`config.mk`:
```
export PLATFORM = sky130hd
export DESIGN_NAME = lifo_buffer_drop_oldest
export DESIGN_NICKNAME = d
export VERILOG_FILES = /design/src/rtl/lbdo_pkg.sv /design/src/rtl/lbdo_slot_ram.sv /design/src/rtl/lifo_buffer_drop_oldest.sv
export SDC_FILE = /design/constraint.sdc
export NUM_CORES = 1
export LEC_CHECK = 0
export ABC_AREA = 1
export ABC_CLOCK_PERIOD_IN_PS = 6100
export BUFFER_PORTS_ARGS = -buffer_cell sky130_fd_sc_hd__buf_4
export CAP_MARGIN = 15
export CORE_MARGIN = 2
export CORE_UTILIZATION = 50
export CTS_CLUSTER_SIZE = 14
export DETAILED_ROUTE_END_ITERATION = 6
export PLACE_DENSITY = 0.66
export SYNTH_ARGS = -nofsm -noshare
export SYNTH_HDL_FRONTEND = slang
export SYNTH_HIERARCHICAL = 1
export SYNTH_SLANG_ARGS = --single-unit
```
`constraint.sdc`:
```
create_clock -name aclk -period 6.1 [get_ports aclk]
set_clock_uncertainty 0.1 [all_clocks]
set_input_delay 0.305 -clock aclk [delete_from_list [all_inputs] [get_ports aclk]]
set_output_delay 0.305 -clock aclk [all_outputs]
set_load 0.05 [all_outputs]
```
`src/rtl/lbdo_pkg.sv`:
```
// Shared constants, types and helper functions for the LIFO drop-oldest request buffer.
package lbdo_pkg;

    localparam int DEPTH   = 16;
    localparam int IDX_W   = (DEPTH > 1) ? $clog2(DEPTH) : 1;
    localparam int CNT_W   = $clog2(DEPTH + 1);
    localparam int SLOT_W  = 4;
    localparam int SRC_W   = 8;
    localparam int REQ_W   = 16;
    localparam int TIME_W  = 32;

    typedef logic [IDX_W-1:0] idx_t;

    typedef struct packed {
        logic [SRC_W-1:0]  source;
        logic [REQ_W-1:0]  request;
        logic [TIME_W-1:0] arr_time;
    } entry_t;

    typedef struct packed {
        logic   en;
        idx_t   addr;
        entry_t data;
    } ram_wr_t;

    typedef enum logic [1:0] {
        STATUS_STORED  = 2'd0,
        STATUS_EVICTED = 2'd1,
        STATUS_TAKEN   = 2'd2,
        STATUS_EMPTY   = 2'd3
    } status_t;

    typedef enum logic [1:0] {
        S_IDLE,
        S_FREE,
        S_SCAN,
        S_FIN
    } state_t;

    localparam logic MODE_STORE = 1'b0;
    localparam logic MODE_TAKE  = 1'b1;

    // Advance a slot index around the ring.
    function automatic idx_t next_idx(input idx_t i);
        idx_t r;
        if (i == idx_t'(DEPTH - 1)) begin
            r = '0;
        end else begin
            r = i + idx_t'(1);
        end
        return r;
    endfunction

    // Wait time, clamped at zero when the arrival lies in the future.
    function automatic logic [TIME_W-1:0] wait_of(input logic [TIME_W-1:0] now_t,
                                                   input logic [TIME_W-1:0] then_t);
        logic [TIME_W-1:0] r;
        if (now_t >= then_t) begin
            r = now_t - then_t;
        end else begin
            r = '0;
        end
        return r;
    endfunction

endpackage

```
`src/rtl/lbdo_slot_ram.sv`:
```
// Slot payload memory: one write port, one read port with registered read data.
module lbdo_slot_ram (
    input  logic              aclk,
    input  lbdo_pkg::ram_wr_t wr,
    input  logic              rd_en,
    input  lbdo_pkg::idx_t    rd_addr,
    output lbdo_pkg::entry_t  rd_data
);

    lbdo_pkg::entry_t mem [lbdo_pkg::DEPTH];
    lbdo_pkg::entry_t rd_data_reg;

    always_ff @(posedge aclk) begin
        if (wr.en) begin
            mem[wr.addr] <= wr.data;
        end
    end

    always_ff @(posedge aclk) begin
        if (rd_en) begin
            rd_data_reg <= mem[rd_addr];
        end
    end

    assign rd_data = rd_data_reg;

endmodule

```
`src/rtl/lifo_buffer_drop_oldest.sv`:
```
// Top level of the LIFO request buffer with drop-oldest overflow.
//
// The block keeps DEPTH request slots (source, request number, arrival time)
// in a single-port-read synchronous memory, with the occupancy bits and the
// ring write pointer in flip-flops. One transaction is worked at a time. A
// store that finds a free slot walks the occupancy bits from the write
// pointer, one slot per cycle, to the first free slot. A store into a full
// buffer and every take read all DEPTH slots through the memory's one read
// port, one per cycle; that read port sets the rate. The result sits in an
// output register, so the next transaction is accepted while it waits to
// be taken; the block only stalls finishing a transaction while that
// register is still full. Ties in the oldest and newest searches go to the
// lowest slot.
module lifo_buffer_drop_oldest (
    input  logic                        aclk,
    input  logic                        aresetn,
    // request channel
    input  logic                        s_valid,
    output logic                        s_ready,
    input  logic                        s_mode,
    input  logic [lbdo_pkg::TIME_W-1:0] s_now_time,
    input  logic [lbdo_pkg::SRC_W-1:0]  s_source_id,
    input  logic [lbdo_pkg::REQ_W-1:0]  s_request_number,
    input  logic [lbdo_pkg::TIME_W-1:0] s_arrival_time,
    // result channel
    output logic                        m_valid,
    input  logic                        m_ready,
    output logic [1:0]                  m_status,
    output logic [lbdo_pkg::SLOT_W-1:0] m_slot,
    output logic [lbdo_pkg::SRC_W-1:0]  m_out_source,
    output logic [lbdo_pkg::REQ_W-1:0]  m_out_request,
    output logic [lbdo_pkg::TIME_W-1:0] m_out_wait,
    output logic                        m_empty_after
);

    // control state
    lbdo_pkg::state_t            state_reg, state_next;
    logic [lbdo_pkg::DEPTH-1:0]  valid_reg, valid_next;
    lbdo_pkg::idx_t              wp_reg, wp_next;
    logic [lbdo_pkg::CNT_W-1:0]  cnt_reg, cnt_next;
    logic                        rd_vld_reg, rd_vld_next;
    logic                        found_reg, found_next;
    logic                        m_valid_reg, m_valid_next;

    // payload state
    logic                        mode_reg;
    logic [lbdo_pkg::TIME_W-1:0] now_reg;
    lbdo_pkg::entry_t            new_reg;
    lbdo_pkg::idx_t              idx_reg, idx_next;
    lbdo_pkg::idx_t              rd_idx_reg, rd_idx_next;
    lbdo_pkg::entry_t            best_reg, best_next;
    logic [1:0]                  status_reg, status_next;
    logic [lbdo_pkg::SLOT_W-1:0] slot_reg, slot_next;
    logic [lbdo_pkg::SRC_W-1:0]  osrc_reg, osrc_next;
    logic [lbdo_pkg::REQ_W-1:0]  oreq_reg, oreq_next;
    logic [lbdo_pkg::TIME_W-1:0] owait_reg, owait_next;
    logic                        oempty_reg, oempty_next;

    // memory ports
    lbdo_pkg::ram_wr_t           ram_wr;
    logic                        ram_rd_en;
    lbdo_pkg::idx_t              ram_rd_addr;
    lbdo_pkg::entry_t            ram_rd_data;

    logic                        accept;
    logic                        out_free;
    logic                        load_out;
    logic                        cand;
    logic                        better;

    lbdo_slot_ram u_ram (
        .aclk    (aclk),
        .wr      (ram_wr),
        .rd_en   (ram_rd_en),
        .rd_addr (ram_rd_addr),
        .rd_data (ram_rd_data)
    );

    assign s_ready  = (state_reg == lbdo_pkg::S_IDLE);
    assign accept   = s_valid && s_ready;
    // the output register can take a new result this cycle
    assign out_free = !m_valid_reg || m_ready;

    // candidate test on the entry returned by the memory this cycle
    always_comb begin
        if (mode_reg == lbdo_pkg::MODE_TAKE) begin
            cand   = valid_reg[rd_idx_reg];
            better = ram_rd_data.arr_time > best_reg.arr_time;
        end else begin
            cand   = 1'b1;
            better = ram_rd_data.arr_time < best_reg.arr_time;
        end
    end

    always_comb begin
        state_next   = state_reg;
        valid_next   = valid_reg;
        wp_next      = wp_reg;
        cnt_next     = cnt_reg;
        rd_vld_next  = 1'b0;
        found_next   = found_reg;
        idx_next     = idx_reg;
        rd_idx_next  = rd_idx_reg;
        best_next    = best_reg;
        status_next  = status_reg;
        slot_next    = slot_reg;
        osrc_next    = osrc_reg;
        oreq_next    = oreq_reg;
        owait_next   = owait_reg;
        oempty_next  = oempty_reg;
        load_out     = 1'b0;
        ram_wr       = '0;
        ram_rd_en    = 1'b0;
        ram_rd_addr  = cnt_reg[lbdo_pkg::IDX_W-1:0];

        case (state_reg)
            lbdo_pkg::S_IDLE: begin
                if (accept) begin
                    idx_next   = wp_reg;
                    cnt_next   = '0;
                    found_next = 1'b0;
                    // a store into a buffer with room only needs the occupancy bits
                    if (s_mode == lbdo_pkg::MODE_STORE && !(&valid_reg)) begin
                        state_next = lbdo_pkg::S_FREE;
                    end else begin
                        state_next = lbdo_pkg::S_SCAN;
                    end
                end
            end

            lbdo_pkg::S_FREE: begin
                // walk the ring from the write pointer to the first free slot
                if (valid_reg[idx_reg]) begin
                    idx_next = lbdo_pkg::next_idx(idx_reg);
                end else if (out_free) begin
                    ram_wr.en             = 1'b1;
                    ram_wr.addr           = idx_reg;
                    ram_wr.data           = new_reg;
                    valid_next[idx_reg]   = 1'b1;
                    wp_next               = lbdo_pkg::next_idx(idx_reg);
                    status_next           = lbdo_pkg::STATUS_STORED;
                    slot_next             = lbdo_pkg::SLOT_W'(idx_reg);
                    osrc_next             = '0;
                    oreq_next             = '0;
                    owait_next            = '0;
                    oempty_next           = 1'b0;
                    load_out              = 1'b1;
                    state_next            = lbdo_pkg::S_IDLE;
                end
            end

            lbdo_pkg::S_SCAN: begin
                // issue one read per cycle, compare the entry that comes back
                if (cnt_reg < lbdo_pkg::CNT_W'(lbdo_pkg::DEPTH)) begin
                    ram_rd_en   = 1'b1;
                    rd_vld_next = 1'b1;
                    rd_idx_next = cnt_reg[lbdo_pkg::IDX_W-1:0];
                    cnt_next    = cnt_reg + lbdo_pkg::CNT_W'(1);
                end
                if (rd_vld_reg && cand && (!found_reg || better)) begin
                    found_next = 1'b1;
                    idx_next   = rd_idx_reg;
                    best_next  = ram_rd_data;
                end
                if (!rd_vld_reg && cnt_reg == lbdo_pkg::CNT_W'(lbdo_pkg::DEPTH)) begin
                    state_next = lbdo_pkg::S_FIN;
                end
            end

            lbdo_pkg::S_FIN: begin
                if (out_free) begin
                    load_out   = 1'b1;
                    state_next = lbdo_pkg::S_IDLE;
                    if (mode_reg == lbdo_pkg::MODE_STORE) begin
                        // full: drop the oldest and reuse its slot
                        ram_wr.en   = 1'b1;
                        ram_wr.addr = idx_reg;
                        ram_wr.data = new_reg;
                        wp_next     = lbdo_pkg::next_idx(idx_reg);
                        status_next = lbdo_pkg::STATUS_EVICTED;
                        slot_next   = lbdo_pkg::SLOT_W'(idx_reg);
                        osrc_next   = best_reg.source;
                        oreq_next   = best_reg.request;
                        owait_next  = lbdo_pkg::wait_of(now_reg, best_reg.arr_time);
                        oempty_next = 1'b0;
                    end else if (found_reg) begin
                        valid_next[idx_reg] = 1'b0;
                        status_next = lbdo_pkg::STATUS_TAKEN;
                        slot_next   = lbdo_pkg::SLOT_W'(idx_reg);
                        osrc_next   = best_reg.source;
                        oreq_next   = best_reg.request;
                        owait_next  = lbdo_pkg::wait_of(now_reg, best_reg.arr_time);
                        oempty_next = ~|valid_next;
                    end else begin
                        status_next = lbdo_pkg::STATUS_EMPTY;
                        slot_next   = '0;
                        osrc_next   = '0;
                        oreq_next   = '0;
                        owait_next  = '0;
                        oempty_next = 1'b1;
                    end
                end
            end

            default: begin
                state_next = lbdo_pkg::S_IDLE;
            end
        endcase

        if (load_out) begin
            m_valid_next = 1'b1;
        end else if (m_ready) begin
            m_valid_next = 1'b0;
        end else begin
            m_valid_next = m_valid_reg;
        end
    end

    // control registers
    always_ff @(posedge aclk) begin
        if (!aresetn) begin
            state_reg   <= lbdo_pkg::S_IDLE;
            valid_reg   <= '0;
            wp_reg      <= '0;
            cnt_reg     <= '0;
            rd_vld_reg  <= 1'b0;
            found_reg   <= 1'b0;
            m_valid_reg <= 1'b0;
        end else begin
            state_reg   <= state_next;
            valid_reg   <= valid_next;
            wp_reg      <= wp_next;
            cnt_reg     <= cnt_next;
            rd_vld_reg  <= rd_vld_next;
            found_reg   <= found_next;
            m_valid_reg <= m_valid_next;
        end
    end

    // payload registers
    always_ff @(posedge aclk) begin
        if (accept) begin
            mode_reg         <= s_mode;
            now_reg          <= s_now_time;
            new_reg.source   <= s_source_id;
            new_reg.request  <= s_request_number;
            new_reg.arr_time <= s_arrival_time;
        end
        idx_reg    <= idx_next;
        rd_idx_reg <= rd_idx_next;
        best_reg   <= best_next;
        status_reg <= status_next;
        slot_reg   <= slot_next;
        osrc_reg   <= osrc_next;
        oreq_reg   <= oreq_next;
        owait_reg  <= owait_next;
        oempty_reg <= oempty_next;
    end

    assign m_valid       = m_valid_reg;
    assign m_status      = status_reg;
    assign m_slot        = slot_reg;
    assign m_out_source  = osrc_reg;
    assign m_out_request = oreq_reg;
    assign m_out_wait    = owait_reg;
    assign m_empty_after = oempty_reg;

    // a store always leaves at least one occupied slot
    a_store_occupies: assert property (@(posedge aclk) disable iff (!aresetn)
        load_out && (status_next == lbdo_pkg::STATUS_STORED ||
                     status_next == lbdo_pkg::STATUS_EVICTED)
        |=> (valid_reg != '0) && !m_empty_after)
        else $error("store finished with no occupied slot");

    // a take on an empty buffer reports nothing and an empty buffer
    a_take_empty: assert property (@(posedge aclk) disable iff (!aresetn)
        m_valid && m_status == lbdo_pkg::STATUS_EMPTY
        |-> m_slot == '0 && m_out_wait == '0 && m_empty_after && valid_reg == '0)
        else $error("take on empty reported stale data");

    // the slot memory is written only when a transaction completes
    a_write_at_finish: assert property (@(posedge aclk) disable iff (!aresetn)
        ram_wr.en |-> (state_reg == lbdo_pkg::S_FREE || state_reg == lbdo_pkg::S_FIN)
                      && out_free)
        else $error("slot memory written outside completion");

    // the write pointer stays inside the ring
    a_wp_range: assert property (@(posedge aclk) disable iff (!aresetn)
        {1'b0, wp_reg} < (lbdo_pkg::IDX_W + 1)'(lbdo_pkg::DEPTH))
        else $error("write pointer out of range");

endmodule

```
# == After elaboration in Yosys (flattened, before gate mapping) ==
# Memories as Yosys holds them, arrays and structs flattened. A register that Yosys moved wholly into a read port is not among the register bits.
# Cells that the tools add are included.
# totals
reg_bits,246
mem_bits_rw,896
in_bits,93
n_memories,1
# mem_list
memory,depth,word_bits,rd,rd_clocked_by_memory_dff,wr,line,rtl
u_ram.mem,16,56,1,1,1,lbdo_slot_ram.sv:10,lbdo_pkg::entry_t mem [lbdo_pkg::DEPTH];
# classes
n_addsub,3
order_cmp,7
n_eq_ne,16
n_mux,87
n_bitwise,4
reduce_logical,29
# op_table
op,count
2-to-1 mux 61 bit,4
2-to-1 mux 32 bit,6
2-to-1 mux 16 bit,10
one-hot mux 61 bit (2 select lines),1
one-hot mux 16 bit (2 select lines),2
one-hot mux 32 bit (2 select lines),1
2-to-1 mux 4 bit,13
2-to-1 mux 8 bit,5
greater-or-equal comparator 32 bit,1
> comparator 32 bit,1
less-than comparator 32 bit,1
subtractor 32 bit,1
2-to-1 mux 1 bit,21
"!= test 2 bit, second input constant",10
2-to-1 mux 2 bit,9
AND 16 bit,1
NOT 16 bit,1
OR 16 bit,1
one-hot mux 4 bit (2 select lines),2
one-hot mux 8 bit (2 select lines),1
AND reduction 16 bit,1
OR reduction 16 bit,1
one-hot mux 4 bit (3 select lines),1
"less-than comparator 4 x 5 -> 1 bit, second input constant",2
28 further kinds,49

# == Logic depth before layout (Yosys ltp) ==
# Gate-level depths: netlist of run 1.
# depth
ltp_word,12
ltp_mapped,18

# == By module ==
# Netlist of run 1, hierarchy kept.
# modules_own_cells
module,instances,cells_per_inst,area_each_um2,seq_area_each_um2
lbdo_slot_ram,1,3688,40242.3,28587.4
lifo_buffer_drop_oldest,1,1284,12424.4,7086.8

# == Worst setup path before layout of run 1 ==
# Ideal clock, no wire load.
# synth_path
kind,register to register
startpoint,register idx_reg[0]
endpoint,memory u_ram/mem[10][0] in the netlist's numbering (enable)
setup_time_ns,0.470
t_arrival_ns,4.142
setup_slack_ns,1.388
path_stages_with_launch,13
synth_period_minus_slack_ns,4.712
cell_sequence,edfxtp_1 -> buf_4 -> a21oi_1 -> o21ai_0 -> nand2_1 -> nand2_1 -> nand4_1 -> nor2_1 -> o21ai_2 -> buf_2 -> nor2_1 -> nand3b_1 -> nor2_1
# synth_rtl
element,line,rtl
start: declaration,lifo_buffer_drop_oldest.sv:49,"lbdo_pkg::idx_t idx_reg, idx_next;"
start signal: assignment,lifo_buffer_drop_oldest.sv:249,idx_reg <= idx_next;
end: declaration,lbdo_slot_ram.sv:10,

==> impl_metrics.ini, run 1 <==
[cts]
h-tree-depth = 4
clock_path_buffers = 3
clk_pin_slew_ps = 60
clkSinkCount = 1198
ctsResizeCount = 0
cts_hold_buffers = 92
postCtsSetupBuffers = 0
cts_tree = built
clkLatencyLatePin_ps = 760
ctsRootBufferMaster = clkbuf_16
cts_made_buffers = 131

[synth]
seq_area_frac_synth_pct = 67.7
synth_edf_count = 1168
synth_fp_nets = 5141
yosysTopAreaCell = edfxtp_1
synth_top_cells_by_area = edfxtp_1, nand2_1, nand3_1, inv_1, nor2_1
yosys_warnings = 6
syn_area_per_cell_um2 = 10.6
yosysTopAreaCellShare_pct = 66.6
synth-main-ff-cell = edfxtp_1
synthArstFlopShare_pct = 0
synth_common_cells = nand2_1, edfxtp_1, inv_1
yosysUniqueCellTypes = 53
synth_seq_cells = 1198
synth_most_common_cell = nand2_1
netlist_instances = 4972
netlist_area_um2 = 52700

[detailed_routing]
drtIter0Drc = 3515
vias_per_cell = 5.21
vias = 34933
routed_wl_um = 130000
drc_errors = 0
wl_per_cell_um = 19.4
first_pass_iters = 6
ant_nets = 0

[timing]
finalWorstSetupSlack_ps = 1810
min_period_over_period_pct = 70.4
min_period_ps = 4290
fin_hold_ws_ps = 176
setup_violations = 0
setup_tns_ps = 0
finalHoldViolCount = 0
fmax_mhz = 233
final_max_slew_viol_count = 0
worstMarginPinSlew_ps = 1180
max_slew_margin_pct = 21.2
rsz0062_at_grt = no

[min_path]
hold_class = input pin to flop
hold_start = s_source_id[4]

[place]
dpl_cell_area_um2 = 55100
io_buffers = 157
place_ws_ps = 1830
hpwl_um = 74900
place.gp.congestion = 0.888
dp_cells = 6377

[cells_and_area]
diodes = 0
final_core_util_pct = 57.4
fillerInstances = 8584
regArea_um2 = 35700
nets = 5384
multi_input_area_um2 = 12400
regMostFlops = u_ram/mem
drive_gt1_share_pct = 8.71
largest_reg_flops = 896
finalInstanceArea_um2 = 60100
final-instance-count-excl-fill = 6704
syn2layout_area_growth_pct = 14.2

[setup_path]
arrival_ps = 4540
r2r_start = idx_reg[0]
startpoint_type = flop
endpoint_kind = flop
startpoint = idx_reg[0]
crit_slowest_cell = buf_4
crit_path_max_incr_delay_ps = 870
path_cells = inv_2, o21ai_0, nand2_1, nand2_1, nand4_1, nor2_1, o21ai_4, buf_4, inv_1, nand3b_1, nor2_4, buf_4
worstPathRequired_ps = 6350
critical_path_class = flop to flop
cp_max_fo = 56

[power_and_ir_drop]
peakVddDrop_v = 0.000368
p_leak_nw = 25.4
p_per_area_nw_per_um2 = 410
total_power_mw = 24.7

[die]
chipHeight_um = 329
die_w_um = 329
coreArea_um2 = 105000
num_rows = 119
start_util_pct = 50.2
ios = 158
die_area_um2 = 108000

[status]
status = completed

[grt]
grt_usage_pct = 24.1
antenna_found_initial = 1
first_global_vias = 33446
grt_overflow = 0
grt_start_max_net_pins = 218
grt_pass1_wl_um = 197000

[run]
maxCapViolCount = 0
==> final timing paths <==
check | endpoint | slack [ps] | depth (start not counted)
worst min register to register | best_reg[47] | 320 | 0
worst max register to register | u_ram/mem[5][31] | 1810 | 12
worst max-delay path | u_ram/mem[5][31] | 1810 | 12
worst min-delay path | new_reg[52] | 180 | 2
==> layout by cell type (no fill, tap or decap), drive strengths merged, types with 5 or more instances in the layout <==
cell,netlist,layout
inv,901,907
o21ai,63,63
dfxtp,30,30
xor2,7,7
ha,75,75
nor2,270,270
xnor2,15,15
a21o,6,6
nand4,24,24
buf,170,225
o21a,5,5
bufinv,0,7
nand3,704,704
clkinv,1,57
clkbuf,37,159
edfxtp,1168,1168
nand3b,5,5
nand2,1361,1361
nor3,10,10
dlygate4sd3,0,92
a21oi,82,82
==> cell type report <==
| cell class | count | area share (%) |
|---|---|---|
| Sequential cell | 1198 | 59.3 |
| Multi-Input combinational cell | 2665 | 20.6 |
| Clock buffer | 159 | 5.69 |
| Inverter | 902 | 5.67 |
| Timing Repair Buffer | 317 | 4.64 |
| Tap cell | 1391 | 2.89 |
| Clock inverter | 72 | 1.13 |
==> worst max-delay path, delay by kind of cell (launching register included) <==
| family | cells | cell delay [ps] |
|---|---|---|
| buf+inv | 4 | 1610 |
| simple gates | 6 | 1040 |
| flops | 1 | 630 |
| compound gates | 2 | 430 |
==> metal layers <==
metal  routed length (um)  track usage (%)  up-vias
li1                     -                -    16722
met1                56100             34.0    16652
met2                60500             38.7     1379
met3                10600             4.32      180
met4                 2570             6.76        0
met5                    0                0        -
==> kinds of logic (layout without fill, tap and decap cells) <==
kind of cell | Yosys count | in the layout | share of synthesized area, %
adder cells (fa/ha/maj) | 76 | 76 | 1.82
buffers and inverters | 1109 | 1450 | 9.00
multiplexers | 1 | 1 | 0.0190
AND/OR/NAND/NOR | 2382 | 2382 | 19.1
XOR/XNOR | 22 | 22 | 0.366
flip-flops | 1198 | 1198 | 67.7
AO/OA/AOI/OAI | 184 | 184 | 1.96
==> power breakdown <==
group / total [mW] / internal [mW] / switching (mW) / leakage (nW)
clock network: 7.55 / 4.33 / 3.22 / 2.00
registers: 10.9 / 10.5 / 0.380 / 11.1
logic: 6.23 / 1.59 / 4.64 / 12.4
total: 24.7 / 16.4 / 8.24 / 25.4
Power figures use the tool's default switching activity.
==> run 2, diff against run 1 <==
--- a/config.mk
+++ b/config.mk
@@ -6,7 +6,7 @@
 export NUM_CORES = 1
 export LEC_CHECK = 0
 export ABC_AREA = 1
-export ABC_CLOCK_PERIOD_IN_PS = 6100
+export ABC_CLOCK_PERIOD_IN_PS = 4300
 export BUFFER_PORTS_ARGS = -buffer_cell sky130_fd_sc_hd__buf_4
 export CAP_MARGIN = 15
 export CORE_MARGIN = 2
==> constraint.sdc (replaced) <==
create_clock -name aclk -period 4.3 [get_ports aclk]
set_clock_uncertainty 0.1 [all_clocks]
set_input_delay 0.215 -clock aclk [delete_from_list [all_inputs] [get_ports aclk]]
set_output_delay 0.215 -clock aclk [all_outputs]
set_load 0.05 [all_outputs]
==> run 2 against run 1 <==
Against the previous run:
- cell count hardly changed
- setup slack worse by 1100 ps
- utilization hardly changed
- sequential power is 40% higher
- die area stayed put
- critical path type unchanged
- critical endpoint is now u_ram/mem[9][27]
- combinational power is 39% higher
- sequential share of layout area hardly changed
- routed wire length is 4.9% lower
- sequential cell count stayed put
- largest cell class unchanged
- highest routed layer unchanged
==> impl_metrics.ini, run 2 (synthesis gave the netlist of run 1 again) <==
[cells_and_area]
nets = 5387
syn2layout_area_growth_pct = 14.1
drive_gt1_share_pct = 8.76
regMostFlops = u_ram/mem
final_core_util_pct = 57.3
largest_reg_flops = 896
final_common_cell = nand2_1
layout_common_cells = nand2_1, edfxtp_1, inv_1, nand3_1, nor2_1

[timing]
setup_violations = 0
fmax_mhz = 281
rsz0062_at_grt = no
min_period_ps = 3560
final_max_slew_viol_count = 0
max_slew_margin_pct = 30.1
min_period_over_period_pct = 82.7
worstMarginPinSlew_ps = 1050
fin_hold_ws_ps = 113
finalHoldViolCount = 0

[setup_path]
r2r_start = idx_reg[0]
r2r_end = u_ram/mem[9][27]
endpoint_kind = flop
cp_max_fo = 25
startpoint_type = flop
critical_path_class = flop to flop
arrival_ps = 3850
r2r.worst_path.cells = 11
worstPathRequired_ps = 4590
r2r_slack_ps = 740

[grt]
antenna_found_initial = 2
grt_pass1_wl_um = 188000
grt_usage_pct = 22.7
first_global_vias = 33173
grt_overflow = 0
grt_start_max_net_pins = 175

[place]
hpwl_um = 69100
place.gp.congestion = 0.903
io_buffers = 157

[power_and_ir_drop]
total_power_mw = 34.0
power_frac_seq_pct = 45.1
swShare_pct = 32.7
p_per_area_nw_per_um2 = 565
comb_power_share_pct = 25.5
switching_power_mw = 11.1
p_int_mw = 22.9
peakVddDrop_v = 0.000524
pwr-share-clk_pct = 29.4
p_leak_nw = 25.4

[cts]
cts_tree = built
clock_path_buffers = 3
clk_pin_slew_ps = 60
postCtsSetupBuffers = 0
clkSinkCount = 1198
clkLatencyLatePin_ps = 720
cts_made_buffers = 120
ctsRootBufferMaster = clkbuf_16
h-tree-depth = 3

[status]
status = completed

[die]
num_rows = 119
coreArea_um2 = 105000
die_w_um = 329
ios = 158
start_util_pct = 50.2
die_area_um2 = 108000
chipHeight_um = 329

[detailed_routing]
drtIter0Drc = 2811
drc_errors = 0
vias = 34559
vias_per_cell = 5.15
wl_per_cell_um = 18.4
ant_nets = 0
routed_wl_um = 123000
first_pass_iters = 6

[min_path]
hold_class = input pin to flop
min_path_cells = 2
hold_end = new_reg[36]
hold_start = s_request_number[4]

[run]
maxCapViolCount = 0
run 2: worst max-delay path by stage:
stage	end	depth (start not counted)	startpoint	slack [ps]
global route	u_ram/mem[9][24]	12	idx_reg[0]	560
CTS	u_ram/mem[9][28]	11	idx_reg[0]	810
global placement	u_ram/mem[9][23]	11	idx_reg[0]	810
detailed placement	u_ram/mem[9][22]	11	idx_reg[0]	830
finish	u_ram/mem[9][27]	11	idx_reg[0]	740
floorplan	u_ram/mem[10][0]	12	idx_reg[0]	-410
run 2: routing by layer:
layer / track usage (%) / vias to the layer above / share of wire, %
li1: - / 16731 / -
met1: 31.1 / 16467 / 43
met2: 38.2 / 1162 / 48
met3: 2.78 / 199 / 6.7
met4: 6.72 / 0 / 2.4
met5: 0 / - / 0
run 2: timing repair:
item	CTS	global route
gates resized for setup	0	0
hold buffers	92	0
hold endpoints to repair	117	0
run 2: cell type report:
| type | count | area, um2 |
|---|---|---|
| antenna | 1 | 2.50 |
| timing repair buffer | 331 | 3100 |
| sequential | 1198 | 35700 |
| multi-input combinational | 2665 | 12400 |
| inverter | 902 | 3410 |
| clock buffer | 149 | 3150 |
| clock inverter | 73 | 613 |
| fill | 8649 | 44700 |
| tap | 1391 | 1740 |
run 2: power groups by stage:
stage / clock network [mW] / registers, mW / logic [mW]
after global routing: 10.6 / 15.4 / 9.54
after detailed placement: 0 / 15.6 / 8.56
final: 10.0 / 15.3 / 8.65
after CTS: 10.2 / 15.3 / 8.67
after floorplan: 0 / 16.2 / 5.21
after global placement: 0 / 15.5 / 8.45
run 2: worst max-delay path, stage by stage, from the launching register on:
cell and delay, ps:
edfxtp_1 620, inv_2 210, o21ai_0 200, nand2_1 80, nand2_1 60, nand4_1 160
nor2_1 210, o21ai_4 120, nor2_1 350, nand2_1 340, nor2_4 480, buf_12 270
run 2: per-stage QoR:
stage,cell area (um2),worst slack (ps),cells,TNS (ps)
2_1_floorplan,52700,-412,4972,-298730
3_3_place_gp,55400,811,6395,0
3_5_place_dp,55400,828,6395,0
4_1_cts,60100,810,6709,0
5_1_grt,60100,558,6709,0
6_report,60100,744,6710,0
